## config.mk

```make
export PLATFORM = sky130hd
export DESIGN_NAME = framed_ascii_command_recognizer
export DESIGN_NICKNAME = d
export VERILOG_FILES = /design/src/rtl/fac_pkg.sv /design/src/rtl/framed_ascii_command_recognizer.sv /design/src/rtl/fac_front.sv /design/src/rtl/fac_cmd_fifo.sv /design/src/rtl/fac_back.sv
export SDC_FILE = /design/constraint.sdc
export NUM_CORES = 1
export LEC_CHECK = 0
export ABC_AREA = 0
export BUFFER_PORTS_ARGS = -buffer_cell sky130_fd_sc_hd__clkbuf_2
export CAP_MARGIN = 0
export CORE_MARGIN = 2
export CORE_UTILIZATION = 62
export DETAILED_ROUTE_END_ITERATION = 8
export PLACE_DENSITY = 0.85
export REMOVE_ABC_BUFFERS = 1
export SETUP_SLACK_MARGIN = 0.2
export SYNTH_ARGS = -nofsm -noshare
export SYNTH_HDL_FRONTEND = slang
export SYNTH_SLANG_ARGS = --single-unit
```

## constraint.sdc

```tcl
create_clock -name i_clk -period 4.5 [get_ports i_clk]
set_input_delay 0 -clock i_clk [delete_from_list [all_inputs] [get_ports i_clk]]
set_output_delay 0 -clock i_clk [all_outputs]
set_load 0.005 [all_outputs]
```

## src/rtl/fac_pkg.sv

```systemverilog
// Shared types, constants and text tables of the framed command recognizer.
`timescale 1ns / 1ps
`default_nettype none
package fac_pkg;

    localparam int CMD_CAPACITY_DEF = 32;
    localparam int IN_TDATA_W       = 8;
    localparam int OUT_TDATA_W      = 16;
    localparam int CFG_IDX_W        = 1;
    localparam int CFG_DATA_W       = 8;

    localparam logic [7:0] START_CHAR_RST = 8'h24;
    localparam logic [7:0] STOP_CHAR_RST  = 8'h23;

    localparam logic [CFG_IDX_W-1:0] REG_START_CHAR = 1'b0;
    localparam logic [CFG_IDX_W-1:0] REG_STOP_CHAR  = 1'b1;

    typedef enum logic [1:0] {
        OP_PLAY  = 2'd0,
        OP_PAUSA = 2'd1,
        OP_STOP  = 2'd2
    } t_cmd;

    typedef struct packed {
        logic valid;
        t_cmd cmd;
    } t_cmd_push;

    function automatic logic [2:0] cmd_len(input t_cmd c);
        logic [2:0] n;
        case (c)
            OP_PLAY:  n = 3'd4;
            OP_PAUSA: n = 3'd5;
            OP_STOP:  n = 3'd4;
            default:  n = 3'd1;
        endcase
        return n;
    endfunction

    function automatic logic [7:0] cmd_char(input t_cmd c, input logic [2:0] p);
        logic [39:0] w;
        logic [2:0]  k;
        case (c)
            OP_PLAY:  w = {8'h00, "PLAY"};
            OP_PAUSA: w = "PAUSA";
            OP_STOP:  w = {8'h00, "STOP"};
            default:  w = '0;
        endcase
        k = cmd_len(c) - 3'd1 - p;
        return w[{k, 3'b000} +: 8];
    endfunction

    function automatic logic [3:0] resp_last(input t_cmd c);
        logic [3:0] n;
        case (c)
            OP_PLAY:  n = 4'd8;
            OP_PAUSA: n = 4'd9;
            OP_STOP:  n = 4'd8;
            default:  n = 4'd0;
        endcase
        return n;
    endfunction

    function automatic logic [7:0] resp_char(input t_cmd c, input logic [3:0] idx);
        logic [79:0] w;
        logic [3:0]  k;
        case (c)
            OP_PLAY:  w = {8'h00, "#PLAY_OK$"};
            OP_PAUSA: w = {"#PAUSA", "_OK$"};
            OP_STOP:  w = {8'h00, "#STOP_OK$"};
            default:  w = '0;
        endcase
        k = resp_last(c) - idx;
        return w[{k, 3'b000} +: 8];
    endfunction

endpackage
`default_nettype wire

```

## src/rtl/framed_ascii_command_recognizer.sv

```systemverilog
// Top level of the framed ASCII command recognizer.
// Usage:
//   Slave stream (i_s_*): one received byte per request. Bytes outside a frame are
//   dropped except the start character; inside a frame bytes are matched against
//   PLAY, PAUSA and STOP until the stop character closes the frame.
//   Master stream (o_m_*): one response byte per request with the lamp state;
//   tlast marks the final byte of the "#<command>_OK$" reply string.
//   Config channel (i_cfg_*): index 0 start character, index 1 stop character.
// Timing:
//   Input takes one byte per cycle while the two-entry command queue has room.
//   The closing byte writes its command into the queue; the back end pops it, enters
//   its send state and registers the first byte, then streams at one byte per cycle
//   while i_m_tready is high, 9 or 10 bytes, and returns to idle to pop the next one.
// Reset clears the frame tracker, the queue and the output valid flag, and loads
// the start and stop characters with '$' and '#'.
// A stall on the master side holds the output register; the queue fills and
// o_s_tready drops only when two further commands wait behind the one in flight.
`timescale 1ns / 1ps
`default_nettype none
module framed_ascii_command_recognizer #(
    parameter int CMD_CAPACITY = fac_pkg::CMD_CAPACITY_DEF
) (
    input  wire logic                             i_clk,
    input  wire logic                             i_rst_n,
    input  wire logic                             i_s_tvalid,
    output logic                                  o_s_tready,
    input  wire logic [fac_pkg::IN_TDATA_W-1:0]   i_s_tdata,   // [7:0] rx_byte
    output logic                                  o_m_tvalid,
    input  wire logic                             i_m_tready,
    output logic [fac_pkg::OUT_TDATA_W-1:0]       o_m_tdata,   // [7:0] tx_byte, [9:8] lamp_state
    output logic                                  o_m_tlast,
    input  wire logic                             i_cfg_valid,
    output logic                                  o_cfg_ready,
    input  wire logic [fac_pkg::CFG_IDX_W-1:0]    i_cfg_index,
    input  wire logic [fac_pkg::CFG_DATA_W-1:0]   i_cfg_data
);
    fac_pkg::t_cmd_push push;
    fac_pkg::t_cmd      head;
    logic               fifo_full, fifo_empty, pop;

    fac_front #(
        .CMD_CAPACITY(CMD_CAPACITY)
    ) u_front (
        .i_clk       (i_clk),
        .i_rst_n     (i_rst_n),
        .i_s_tvalid  (i_s_tvalid),
        .o_s_tready  (o_s_tready),
        .i_s_tdata   (i_s_tdata),
        .i_cfg_valid (i_cfg_valid),
        .o_cfg_ready (o_cfg_ready),
        .i_cfg_index (i_cfg_index),
        .i_cfg_data  (i_cfg_data),
        .i_fifo_full (fifo_full),
        .o_push      (push)
    );

    fac_cmd_fifo u_fifo (
        .i_clk   (i_clk),
        .i_rst_n (i_rst_n),
        .i_push  (push),
        .i_pop   (pop),
        .o_full  (fifo_full),
        .o_empty (fifo_empty),
        .o_head  (head)
    );

    fac_back u_back (
        .i_clk      (i_clk),
        .i_rst_n    (i_rst_n),
        .i_empty    (fifo_empty),
        .i_head     (head),
        .o_pop      (pop),
        .o_m_tvalid (o_m_tvalid),
        .i_m_tready (i_m_tready),
        .o_m_tdata  (o_m_tdata),
        .o_m_tlast  (o_m_tlast)
    );

endmodule
`default_nettype wire

```

## src/rtl/fac_front.sv

```systemverilog
// Front end: frame tracking, incremental command matching, configuration registers.
`timescale 1ns / 1ps
`default_nettype none
module fac_front #(
    parameter int CMD_CAPACITY = fac_pkg::CMD_CAPACITY_DEF
) (
    input  wire logic                             i_clk,
    input  wire logic                             i_rst_n,
    input  wire logic                             i_s_tvalid,
    output logic                                  o_s_tready,
    input  wire logic [fac_pkg::IN_TDATA_W-1:0]   i_s_tdata,
    input  wire logic                             i_cfg_valid,
    output logic                                  o_cfg_ready,
    input  wire logic [fac_pkg::CFG_IDX_W-1:0]    i_cfg_index,
    input  wire logic [fac_pkg::CFG_DATA_W-1:0]   i_cfg_data,
    input  wire logic                             i_fifo_full,
    output fac_pkg::t_cmd_push                    o_push
);
    localparam int LEN_W = $clog2(CMD_CAPACITY);

    logic [7:0]       r_start, r_stop;
    logic             r_in_frame, n_in_frame;
    logic [LEN_W-1:0] r_len, n_len;
    logic             r_too_long, n_too_long;
    logic             r_m_play, r_m_pausa, r_m_stop;
    logic             n_m_play, n_m_pausa, n_m_stop;
    logic             accept;
    logic [7:0]       b;

    assign o_s_tready  = !i_fifo_full;
    assign o_cfg_ready = 1'b1;
    assign accept      = i_s_tvalid && o_s_tready;
    assign b           = i_s_tdata;

    always_comb begin
        n_in_frame  = r_in_frame;
        n_len       = r_len;
        n_too_long  = r_too_long;
        n_m_play    = r_m_play;
        n_m_pausa   = r_m_pausa;
        n_m_stop    = r_m_stop;
        o_push      = '{valid: 1'b0, cmd: fac_pkg::OP_PLAY};
        if (accept) begin
            if (!r_in_frame) begin
                if (b == r_start) begin
                    n_in_frame = 1'b1;
                    n_len      = '0;
                    n_too_long = 1'b0;
                    n_m_play   = 1'b1;
                    n_m_pausa  = 1'b1;
                    n_m_stop   = 1'b1;
                end
            end else if (b != r_stop) begin
                if (r_len < LEN_W'(CMD_CAPACITY - 1)) begin
                    n_len     = r_len + 1'b1;
                    n_m_play  = r_m_play
                        && (r_len < LEN_W'(fac_pkg::cmd_len(fac_pkg::OP_PLAY)))
                        && (b == fac_pkg::cmd_char(fac_pkg::OP_PLAY, r_len[2:0]));
                    n_m_pausa = r_m_pausa
                        && (r_len < LEN_W'(fac_pkg::cmd_len(fac_pkg::OP_PAUSA)))
                        && (b == fac_pkg::cmd_char(fac_pkg::OP_PAUSA, r_len[2:0]));
                    n_m_stop  = r_m_stop
                        && (r_len < LEN_W'(fac_pkg::cmd_len(fac_pkg::OP_STOP)))
                        && (b == fac_pkg::cmd_char(fac_pkg::OP_STOP, r_len[2:0]));
                end else begin
                    n_too_long = 1'b1;
                end
            end else begin
                n_in_frame = 1'b0;
                n_len      = '0;
                n_too_long = 1'b0;
                if (!r_too_long) begin
                    if (r_m_play
                        && r_len == LEN_W'(fac_pkg::cmd_len(fac_pkg::OP_PLAY))) begin
                        o_push = '{valid: 1'b1, cmd: fac_pkg::OP_PLAY};
                    end else if (r_m_pausa
                        && r_len == LEN_W'(fac_pkg::cmd_len(fac_pkg::OP_PAUSA))) begin
                        o_push = '{valid: 1'b1, cmd: fac_pkg::OP_PAUSA};
                    end else if (r_m_stop
                        && r_len == LEN_W'(fac_pkg::cmd_len(fac_pkg::OP_STOP))) begin
                        o_push = '{valid: 1'b1, cmd: fac_pkg::OP_STOP};
                    end
                end
            end
        end
    end

    always_ff @(posedge i_clk) begin
        if (!i_rst_n) begin
            r_start    <= fac_pkg::START_CHAR_RST;
            r_stop     <= fac_pkg::STOP_CHAR_RST;
            r_in_frame <= 1'b0;
            r_len      <= '0;
            r_too_long <= 1'b0;
            r_m_play   <= 1'b0;
            r_m_pausa  <= 1'b0;
            r_m_stop   <= 1'b0;
        end else begin
            r_in_frame <= n_in_frame;
            r_len      <= n_len;
            r_too_long <= n_too_long;
            r_m_play   <= n_m_play;
            r_m_pausa  <= n_m_pausa;
            r_m_stop   <= n_m_stop;
            if (i_cfg_valid) begin
                case (i_cfg_index)
                    fac_pkg::REG_START_CHAR: r_start <= i_cfg_data;
                    fac_pkg::REG_STOP_CHAR:  r_stop  <= i_cfg_data;
                    default: ;
                endcase
            end
        end
    end

endmodule
`default_nettype wire

```

## src/rtl/fac_cmd_fifo.sv

```systemverilog
// Two-entry queue of recognized commands between front and back end.
`timescale 1ns / 1ps
`default_nettype none
module fac_cmd_fifo (
    input  wire logic               i_clk,
    input  wire logic               i_rst_n,
    input  wire fac_pkg::t_cmd_push i_push,
    input  wire logic               i_pop,
    output logic                    o_full,
    output logic                    o_empty,
    output fac_pkg::t_cmd           o_head
);
    fac_pkg::t_cmd r_mem [2];
    logic          r_wr_ptr, r_rd_ptr;
    logic [1:0]    r_count;
    logic          do_push, do_pop;

    assign o_full  = (r_count == 2'd2);
    assign o_empty = (r_count == 2'd0);
    assign o_head  = r_mem[r_rd_ptr];
    assign do_push = i_push.valid && !o_full;
    assign do_pop  = i_pop && !o_empty;

    always_ff @(posedge i_clk) begin
        if (do_push) begin
            r_mem[r_wr_ptr] <= i_push.cmd;
        end
    end

    always_ff @(posedge i_clk) begin
        if (!i_rst_n) begin
            r_wr_ptr <= 1'b0;
            r_rd_ptr <= 1'b0;
            r_count  <= 2'd0;
        end else begin
            if (do_push) begin
                r_wr_ptr <= !r_wr_ptr;
            end
            if (do_pop) begin
                r_rd_ptr <= !r_rd_ptr;
            end
            case ({do_push, do_pop})
                2'b10:   r_count <= r_count + 2'd1;
                2'b01:   r_count <= r_count - 2'd1;
                default: r_count <= r_count;
            endcase
        end
    end

endmodule
`default_nettype wire

```

## src/rtl/fac_back.sv

```systemverilog
// Back end: plays out the response string of one command into the output register.
`timescale 1ns / 1ps
`default_nettype none
module fac_back (
    input  wire logic                              i_clk,
    input  wire logic                              i_rst_n,
    input  wire logic                              i_empty,
    input  wire fac_pkg::t_cmd                     i_head,
    output logic                                   o_pop,
    output logic                                   o_m_tvalid,
    input  wire logic                              i_m_tready,
    output logic [fac_pkg::OUT_TDATA_W-1:0]        o_m_tdata,
    output logic                                   o_m_tlast
);
    typedef enum logic {
        ST_IDLE,
        ST_SEND
    } t_state;

    t_state        r_state;
    fac_pkg::t_cmd r_cmd;
    logic [3:0]    r_idx;
    logic          r_valid;
    logic [7:0]    r_byte;
    logic [1:0]    r_lamp;
    logic          r_last;
    logic          at_last;

    assign o_pop      = (r_state == ST_IDLE) && !i_empty;
    assign at_last    = (r_idx == fac_pkg::resp_last(r_cmd));
    assign o_m_tvalid = r_valid;
    assign o_m_tdata  = {6'd0, r_lamp, r_byte};
    assign o_m_tlast  = r_last;

    always_ff @(posedge i_clk) begin
        if (!i_rst_n) begin
            r_state <= ST_IDLE;
            r_valid <= 1'b0;
        end else begin
            case (r_state)
                ST_IDLE: begin
                    if (i_m_tready) begin
                        r_valid <= 1'b0;
                    end
                    if (!i_empty) begin
                        r_state <= ST_SEND;
                        r_cmd   <= i_head;
                        r_idx   <= 4'd0;
                    end
                end
                ST_SEND: begin
                    if (!r_valid || i_m_tready) begin
                        r_valid <= 1'b1;
                        r_byte  <= fac_pkg::resp_char(r_cmd, r_idx);
                        r_lamp  <= 2'(r_cmd);
                        r_last  <= at_last;
                        if (at_last) begin
                            r_state <= ST_IDLE;
                        end else begin
                            r_idx <= r_idx + 4'd1;
                        end
                    end
                end
                default: r_state <= ST_IDLE;
            endcase
        end
    end

endmodule
`default_nettype wire

```

==> run summary, run 1 <==
status -> finished, final reports clean
initial drt markers -> 162
Netlist Area Pre-Place -> 0.00318 sq mm
Leak -> 1.37 nW
# diodes -> 0
largest net degree at the start of global routing -> 37
WP data required -> 4550 ps
Reg2Reg Depth -> 10
Worst-Skew Late Latency -> 310 ps
Setup TNS -> 0 ps
Die W -> 75.6 um
post-CTS resize count -> 0
Post-DRT Antenna Nets -> 0
EDFF count, synth -> 20
Slew Limit Fails -> 0
HPWL Detailed -> 4640 um
Routed WL -> 6380 um
sequential share of the synthesized area -> 39.0%
clock buffer depth -> 2
crit end category -> flip-flop
pwr/cell area -> 267 mW/mm^2
gpl congestion -> 0.946
Peak VDD IR -> 0.368 mV
GRT Util Overall -> 23.9%
count of final setup violators -> 0
Final Hold Viols -> 0
FILL cells -> 384
Startpoint Class -> flip-flop
Num CTS Buffers -> 5
GRT overflow -> 0
area of the core -> 0.00504 sq mm
nets@finish -> 426
Reg2Reg Launch Point -> u_back.r_cmd[0]
Setup Skew -> 5.57 ps
via count -> 2,543
Slew headroom -> 45.8%
area of the multi-input gates -> 0.00177 sq mm
Final min period -> 2650 ps
FF+latch area -> 0.00124 sq mm
Die Area -> 0.00572 sq mm
Synth Flop Type -> dfxtp_1
RSZ-0062 raised after global routing -> no
Yosys reg bits -> 52
Worst-Margin Slew -> 809 ps
crit path max fanout -> 8
reg2reg end -> u_back.r_byte[4]
Min-Delay Endpoint -> u_back.o_m_tvalid
hold_ws -> 26.6 ps
# rows -> 26
H-tree levels -> 2
path type of the worst setup path -> reg -> reg
clock root buffer -> clkbuf_8
internal reg-to-reg setup slack -> 1850 ps
post-DR vias/cell -> 5.55
asr flop ratio synth -> 0%
HP Start -> i_m_tready
Arrival @ worst endpoint -> 2700 ps
Hold Path Class -> in -> reg
post-detailed-route wirelength per cell -> 13.9 um
DRC violations left -> 0
CTS tree -> done
first-pass GRT wire length -> 10,500 um
final worst-path cycle share -> 58.8%
port bufs -> 33
distinct cell type count after synthesis -> 52
Worst Hold Depth -> 3
MaxCap Viol Count -> 0
clk slew on worst S/H paths -> 100 ps
vias in the first global route -> 2,371
Mapped Cells -> 359
Mapped Avg Cell Area -> 8.86 sq um
Layout area overhead -> 10.8%
Pre-Repair DR Iteration Count -> 4
IO Count -> 42
Initial Utilization -> 63.1%
initial antenna violation count -> 0
Synth Warn # -> 0
fmax -> 0.378 GHz
layout cells sized above 1 -> 13.4%
die height -> 75.6 um
clk sink count -> 52
==> timing repair <==
| action | 4_1_cts | 5_1_grt |
|---|---|---|
| setup buffers | 0 | 0 |
| endpoints found under the hold margin | 16 | 0 |
| setup endpoints to repair | 0 | 0 |
| hold buffers | 8 | 0 |
==> how the worst max path moves through the flow <==
stage                               start                to  depth (start not counted)
after floorplan           u_back.r_cmd[0]  u_back.r_byte[4]                         10
after global placement    u_back.r_cmd[0]  u_back.r_byte[4]                         10
after detailed placement  u_back.r_cmd[0]  u_back.r_byte[4]                         10
after CTS                 u_back.r_cmd[0]  u_back.r_byte[4]                         10
after global routing      u_back.r_cmd[0]  u_back.r_byte[4]                         10
final                     u_back.r_cmd[0]  u_back.r_byte[4]                         10
==> power breakdown <==
part	total [mW]	switching (mW)	leakage (nW)	internal, mW
combinational	0.0738	0.0399	0.870	0.0340
clock	0.368	0.167	0.0669	0.202
sequential	0.498	0.00558	0.428	0.492
==> cell families (layout without fill, tap and decap cells) <==
| logic type | count (synthesis) | count (layout) | share of synthesized area (%) |
|---|---|---|---|
| other | 2 | 8 | 0.236 |
| muxes | 5 | 5 | 1.65 |
| DFF | 52 | 52 | 39.0 |
| and+or+nand+nor | 147 | 147 | 23.4 |
| xor gates and xnor gates | 34 | 34 | 9.60 |
| adders and majority gates | 18 | 18 | 7.01 |
| buffers and inverters | 39 | 62 | 6.10 |
| AOI/OAI and AO/OA | 62 | 62 | 13.0 |
==> placed cells by master, fill, tap and decap left out, types with 4 or more instances in the layout <==
cell,Yosys,routed
a21boi_0,14,14
a21oi_1,16,16
and2_1,10,10
and3_1,4,4
clkbuf_2,0,33
clkbuf_8,0,5
conb_1,2,8
dfxtp_1,32,32
dlygate4sd3_1,0,8
edfxtp_1,20,20
ha_1,17,17
inv_1,13,13
nand2_1,49,49
nand2b_1,6,6
nand3_1,15,15
nand4_1,8,8
nor2_1,24,24
nor2b_1,5,5
nor3_1,6,6
o21ai_0,13,13
xnor2_1,25,25
xor2_1,8,8
==> per-layer routing <==
| metal | wire length, um | up-vias | GRT usage [%] |
|---|---|---|---|
| li1 | - | 1274 | - |
| met1 | 2680 | 1194 | 29.2 |
| met2 | 3300 | 65 | 41.4 |
| met3 | 294 | 10 | 5.29 |
| met4 | 95 | 0 | 8.58 |
| met5 | 0 | - | 0 |
==> through the flow <==
step / instances / utilization (%) / instance area (sq um) / power, mW / setup WS [ps]
6_report: 458 / 69.9 / 3520 / 0.940 / 1850
5_1_grt: 458 / 69.9 / 3520 / 0.975 / 1640
4_1_cts: 458 / 69.9 / 3520 / 0.943 / 1870
3_5_place_dp: 442 / 65.6 / 3310 / 0.576 / 1890
3_3_place_gp: 442 / 65.6 / 3310 / 0.574 / 2060
2_1_floorplan: 339 / - / 3060 / 0.546 / 2170
==> critical path, cell delays in order, from the launching register on <==
cell and delay [ps]:
edfxtp_1 470, ha_1 290, inv_1 80, ha_1 150, inv_1 50, ha_1 200
xnor2_1 520, a211oi_1 160, a31o_2 250, a22oi_1 130, o21ai_0 90
==> sequential cells by signal (all words and copies together), names as in the netlist, 2 cells and up <==
register         cells
u_back.r_byte        7
u_fifo.r_mem         4
u_fifo.r_count       2
u_front.r_stop       8
u_back.r_lamp        2
u_front.r_start      8
u_back.r_idx         4
u_front.r_len        5
u_back.r_cmd         2
==> synth_stat cells, types with 5 or more instances <==
master / instances / area share [%]
nand2b_1: 6 / 1.2
a21oi_1: 16 / 2.5
clkbuf_1: 13 / 1.5
nand3_1: 15 / 2.4
and2_1: 10 / 2.0
nor2_1: 24 / 2.8
inv_1: 13 / 1.5
xor2_1: 8 / 2.2
ha_1: 17 / 6.7
nand2_1: 49 / 5.8
a21boi_0: 14 / 3.3
dfxtp_1: 32 / 20
edfxtp_1: 20 / 19
xnor2_1: 25 / 6.9
nand4_1: 8 / 1.6
o21ai_0: 13 / 2.0
nor2b_1: 5 / 0.98
buf_4: 10 / 2.4
nor3_1: 6 / 0.94
==> area by class of cell <==
type                            instances  area share (%)
Timing Repair Buffer                   41            6.96
Clock inverter                          2            1.10
Clock buffer                            6            2.66
Tap cell                               70            2.49
Inverter                               13            1.39
Multi-Input combinational cell        274            50.2
Sequential cell                        52            35.2
No activity file was read; power rests on OpenSTA's default activity.
==> inputs of run 2 (changes only) <==
--- a/config.mk
+++ b/config.mk
@@ -9,9 +9,9 @@
 export BUFFER_PORTS_ARGS = -buffer_cell sky130_fd_sc_hd__clkbuf_2
 export CAP_MARGIN = 0
 export CORE_MARGIN = 2
-export CORE_UTILIZATION = 62
+export CORE_UTILIZATION = 52
 export DETAILED_ROUTE_END_ITERATION = 8
-export PLACE_DENSITY = 0.85
+export PLACE_DENSITY = 0.76
 export REMOVE_ABC_BUFFERS = 1
 export SETUP_SLACK_MARGIN = 0.2
 export SYNTH_ARGS = -nofsm -noshare
==> constraint.sdc (replaced) <==
create_clock -name i_clk -period 2.3 [get_ports i_clk]
set_input_delay 0 -clock i_clk [delete_from_list [all_inputs] [get_ports i_clk]]
set_output_delay 0 -clock i_clk [all_outputs]
set_load 0.005 [all_outputs]
==> run 2 against run 1 <==
  * Via count up 4.8%
  * Combinational power up 98%
  * Non-clock buffer count up 19
  * Die area up 18%
  * Largest cell class unchanged
  * Highest routed layer unchanged
  * First-iteration DRC count up 3.1%
  * Fmax up 26%
  * Largest power group unchanged
  * Sequential share of layout area down 2.0 points
  * Total power up 73%
  * Utilization down 6.5 points
  * Count of clock-buffer cells in the layout down 1
  * Worst hold slack better by 4.4 ps
==> run summary, run 2 (same netlist as run 1, synthesis figures left out) <==
Setup TNS -> 0 ps (unchanged)
max incr delay on CP -> 540 ps (+20 ps)
via count -> 2,664 (+4.8%)
Layout area overhead -> 18.1%
die height -> 82.2 um (+8.7%)
clk sink count -> 52 (unchanged)
Critical Path End -> u_fifo.r_count[1]
FILL cells -> 478 (+24%)
GRT Util Overall -> 21.4% (-2.5 points)
CTS tree -> done
Die W -> 82.2 um (+8.7%)
Reg2Reg Launch Point -> u_front.r_len[3]
Worst-Skew Late Latency -> 310 ps (about the same)
Routed WL -> 6820 um (+6.9%)
status -> finished, final reports clean
HP Start -> i_m_tready
final worst-path cycle share -> 91.5% (+33 points)
initial drt markers -> 167 (+3.1%)
Place WS -> -3.48 ps (-1890 ps)
slowest CP cell -> or4b_4
Leak -> 1.47 nW (+7.8%)
RSZ-0062 raised after global routing -> yes
internal reg-to-reg setup slack -> 200 ps (-1660 ps)
Startpoint Class -> flip-flop
Slew headroom -> 64.6% (+19 points)
vias in the first global route -> 2,482 (+4.7%)
count of final setup violators -> 0 (unchanged)
Largest regs -> u_front.r_start x8, u_front.r_stop x8, u_back.r_byte x7
hold_ws -> 31.0 ps (+4.36 ps)
MaxCap Viol Count -> 0 (unchanged)
DRC violations left -> 0 (unchanged)
IO Count -> 42 (unchanged)
# diodes -> 0 (unchanged)
clock buffer depth -> 2 (unchanged)
Initial Utilization -> 53.7% (-9.4 points)
Final Hold Viols -> 0 (unchanged)
path type of the worst setup path -> reg -> reg
gpl congestion -> 0.885 (-6.4%)
GRT overflow -> 0 (unchanged)
Die Area -> 0.00676 sq mm (+18%)
port bufs -> 33 (unchanged)
Peak VDD IR -> 0.329 mV (-11%)
fmax -> 0.475 GHz (+26%)
final core utilization -> 63.4% (-6.5 points)
Num CTS Buffers -> 5 (unchanged)
Reg2Reg Depth -> 8 (-2)
non-filler cells, final -> 482 (+5.2%)
layout cells sized above 1 -> 23.6% (+10 points)
Post-DRT Antenna Nets -> 0 (unchanged)
placed instance count -> 463 (+4.8%)
Worst-Margin Slew -> 526 ps (-283 ps)
worst-path cell chain -> or4b_4 > inv_2 > and4_4 > nand2_4 > ha_4 > xnor2_2 > or3_1 > a21boi_1
Arrival @ worst endpoint -> 2340 ps (-360 ps)
nets@finish -> 445 (+4.5%)
Critical Path Source -> u_front.r_len[3]
Slew Limit Fails -> 0 (unchanged)
Hold Path Class -> in -> reg
H-tree levels -> 2 (unchanged)
pwr/cell area -> 432 mW/mm^2 (+62%)
HPWL Detailed -> 4970 um (+7.1%)
largest net degree at the start of global routing -> 26 (-30%)
most common cell after layout, fill and taps aside -> nand2_1
clk slew on worst S/H paths -> 90 ps (about the same)
Pre-Repair DR Iteration Count -> 4 (unchanged)
# rows -> 28 (+7.7%)
post-DR vias/cell -> 5.53 (-0.46%)
initial antenna violation count -> 0 (unchanged)
post-detailed-route wirelength per cell -> 14.1 um (+1.6%)
WP data required -> 2540 ps (-2010 ps)
Final min period -> 2100 ps (-542 ps)
first-pass GRT wire length -> 11,200 um (+6.3%)
crit path max fanout -> 2 (-6)
clock root buffer -> clkbuf_8
most frequent cells in the layout -> 48 x nand2_1, 33 x clkbuf_2, 28 x dfxtp_1, 24 x nor2_1, 23 x xnor2_1
Setup Skew -> 10.4 ps (+4.82 ps)
crit end category -> flip-flop
area of the core -> 0.00592 sq mm (+17%)
reg2reg end -> u_fifo.r_count[1]
Final WS setup -> 195 ps (-1660 ps)
run 2: changes by cell type in the layout (fill, tap and decap cells not counted), sizes merged:
cell	before	now
clkbuf	39	38
clkinvlp	0	1
buf	0	19
inv	14	13
bufinv	1	0
clkinv	0	2
run 2: per-stage QoR:
stage,instance area [sq um],power (mW)
6_report,3750,1.62
5_1_grt,3750,1.70
4_1_cts,3660,1.63
3_5_place_dp,3440,1.13
3_3_place_gp,3440,1.12
2_1_floorplan,3060,1.07
run 2: how the worst min path moves through the flow:
stage                    endpoint  slack, ps  cells past startpoint
6_report        u_back.o_m_tvalid         30                      3
5_1_grt         u_back.o_m_tvalid         60                      3
4_1_cts         u_back.o_m_tvalid         30                      3
3_5_place_dp   u_front.r_start[2]        240                      3
3_3_place_gp   u_front.r_start[2]        230                      3
2_1_floorplan  u_front.r_start[2]         70                      1
run 2: cell type report:
type,instances,area [sq um],share of cell area (%)
Sequential cell,52,1250,33.2
Multi-Input combinational cell,274,1890,50.4
Clock buffer,5,68.8,1.83
Inverter,13,48.8,1.30
Clock inverter,3,13.8,0.367
Timing Repair Buffer,60,392,10.4
Tap cell,75,93.8,2.50
run 2: metal layers:
| layer | vias up | global-route usage (%) | part of all wire (%) |
|---|---|---|---|
| li1 | 1317 | - | - |
| met1 | 1241 | 25.4 | 42 |
| met2 | 95 | 37.6 | 51 |
| met3 | 11 | 4.78 | 5.7 |
| met4 | 0 | 7.83 | 1.3 |
| met5 | - | 0 | 0 |
run 2: report_power, final:
| part | switching [mW] | internal, mW |
|---|---|---|
| combinational | 0.0782 | 0.0676 |
| sequential | 0.0104 | 0.963 |
| clock | 0.298 | 0.206 |
run 2: repair_timing:
item / in CTS / in global routing
pin swaps: 3 / 5
buffers inserted: 1 / 2
hold buffers: 8 / 0
setup endpoints to repair: 7 / 9
resized for setup: 10 / 22
hold endpoints to repair: 16 / 0
run 2: worst max-delay path: cells and delay by family, from the launching register on:
family                     cells  cell delay, ps
and+or+nand+nor                4            1210
buffers and inverters          1              70
adders and majority gates      1             160
xor gates and xnor gates       1             120
DFF                            1             330
AOI/OAI and AO/OA              1             150
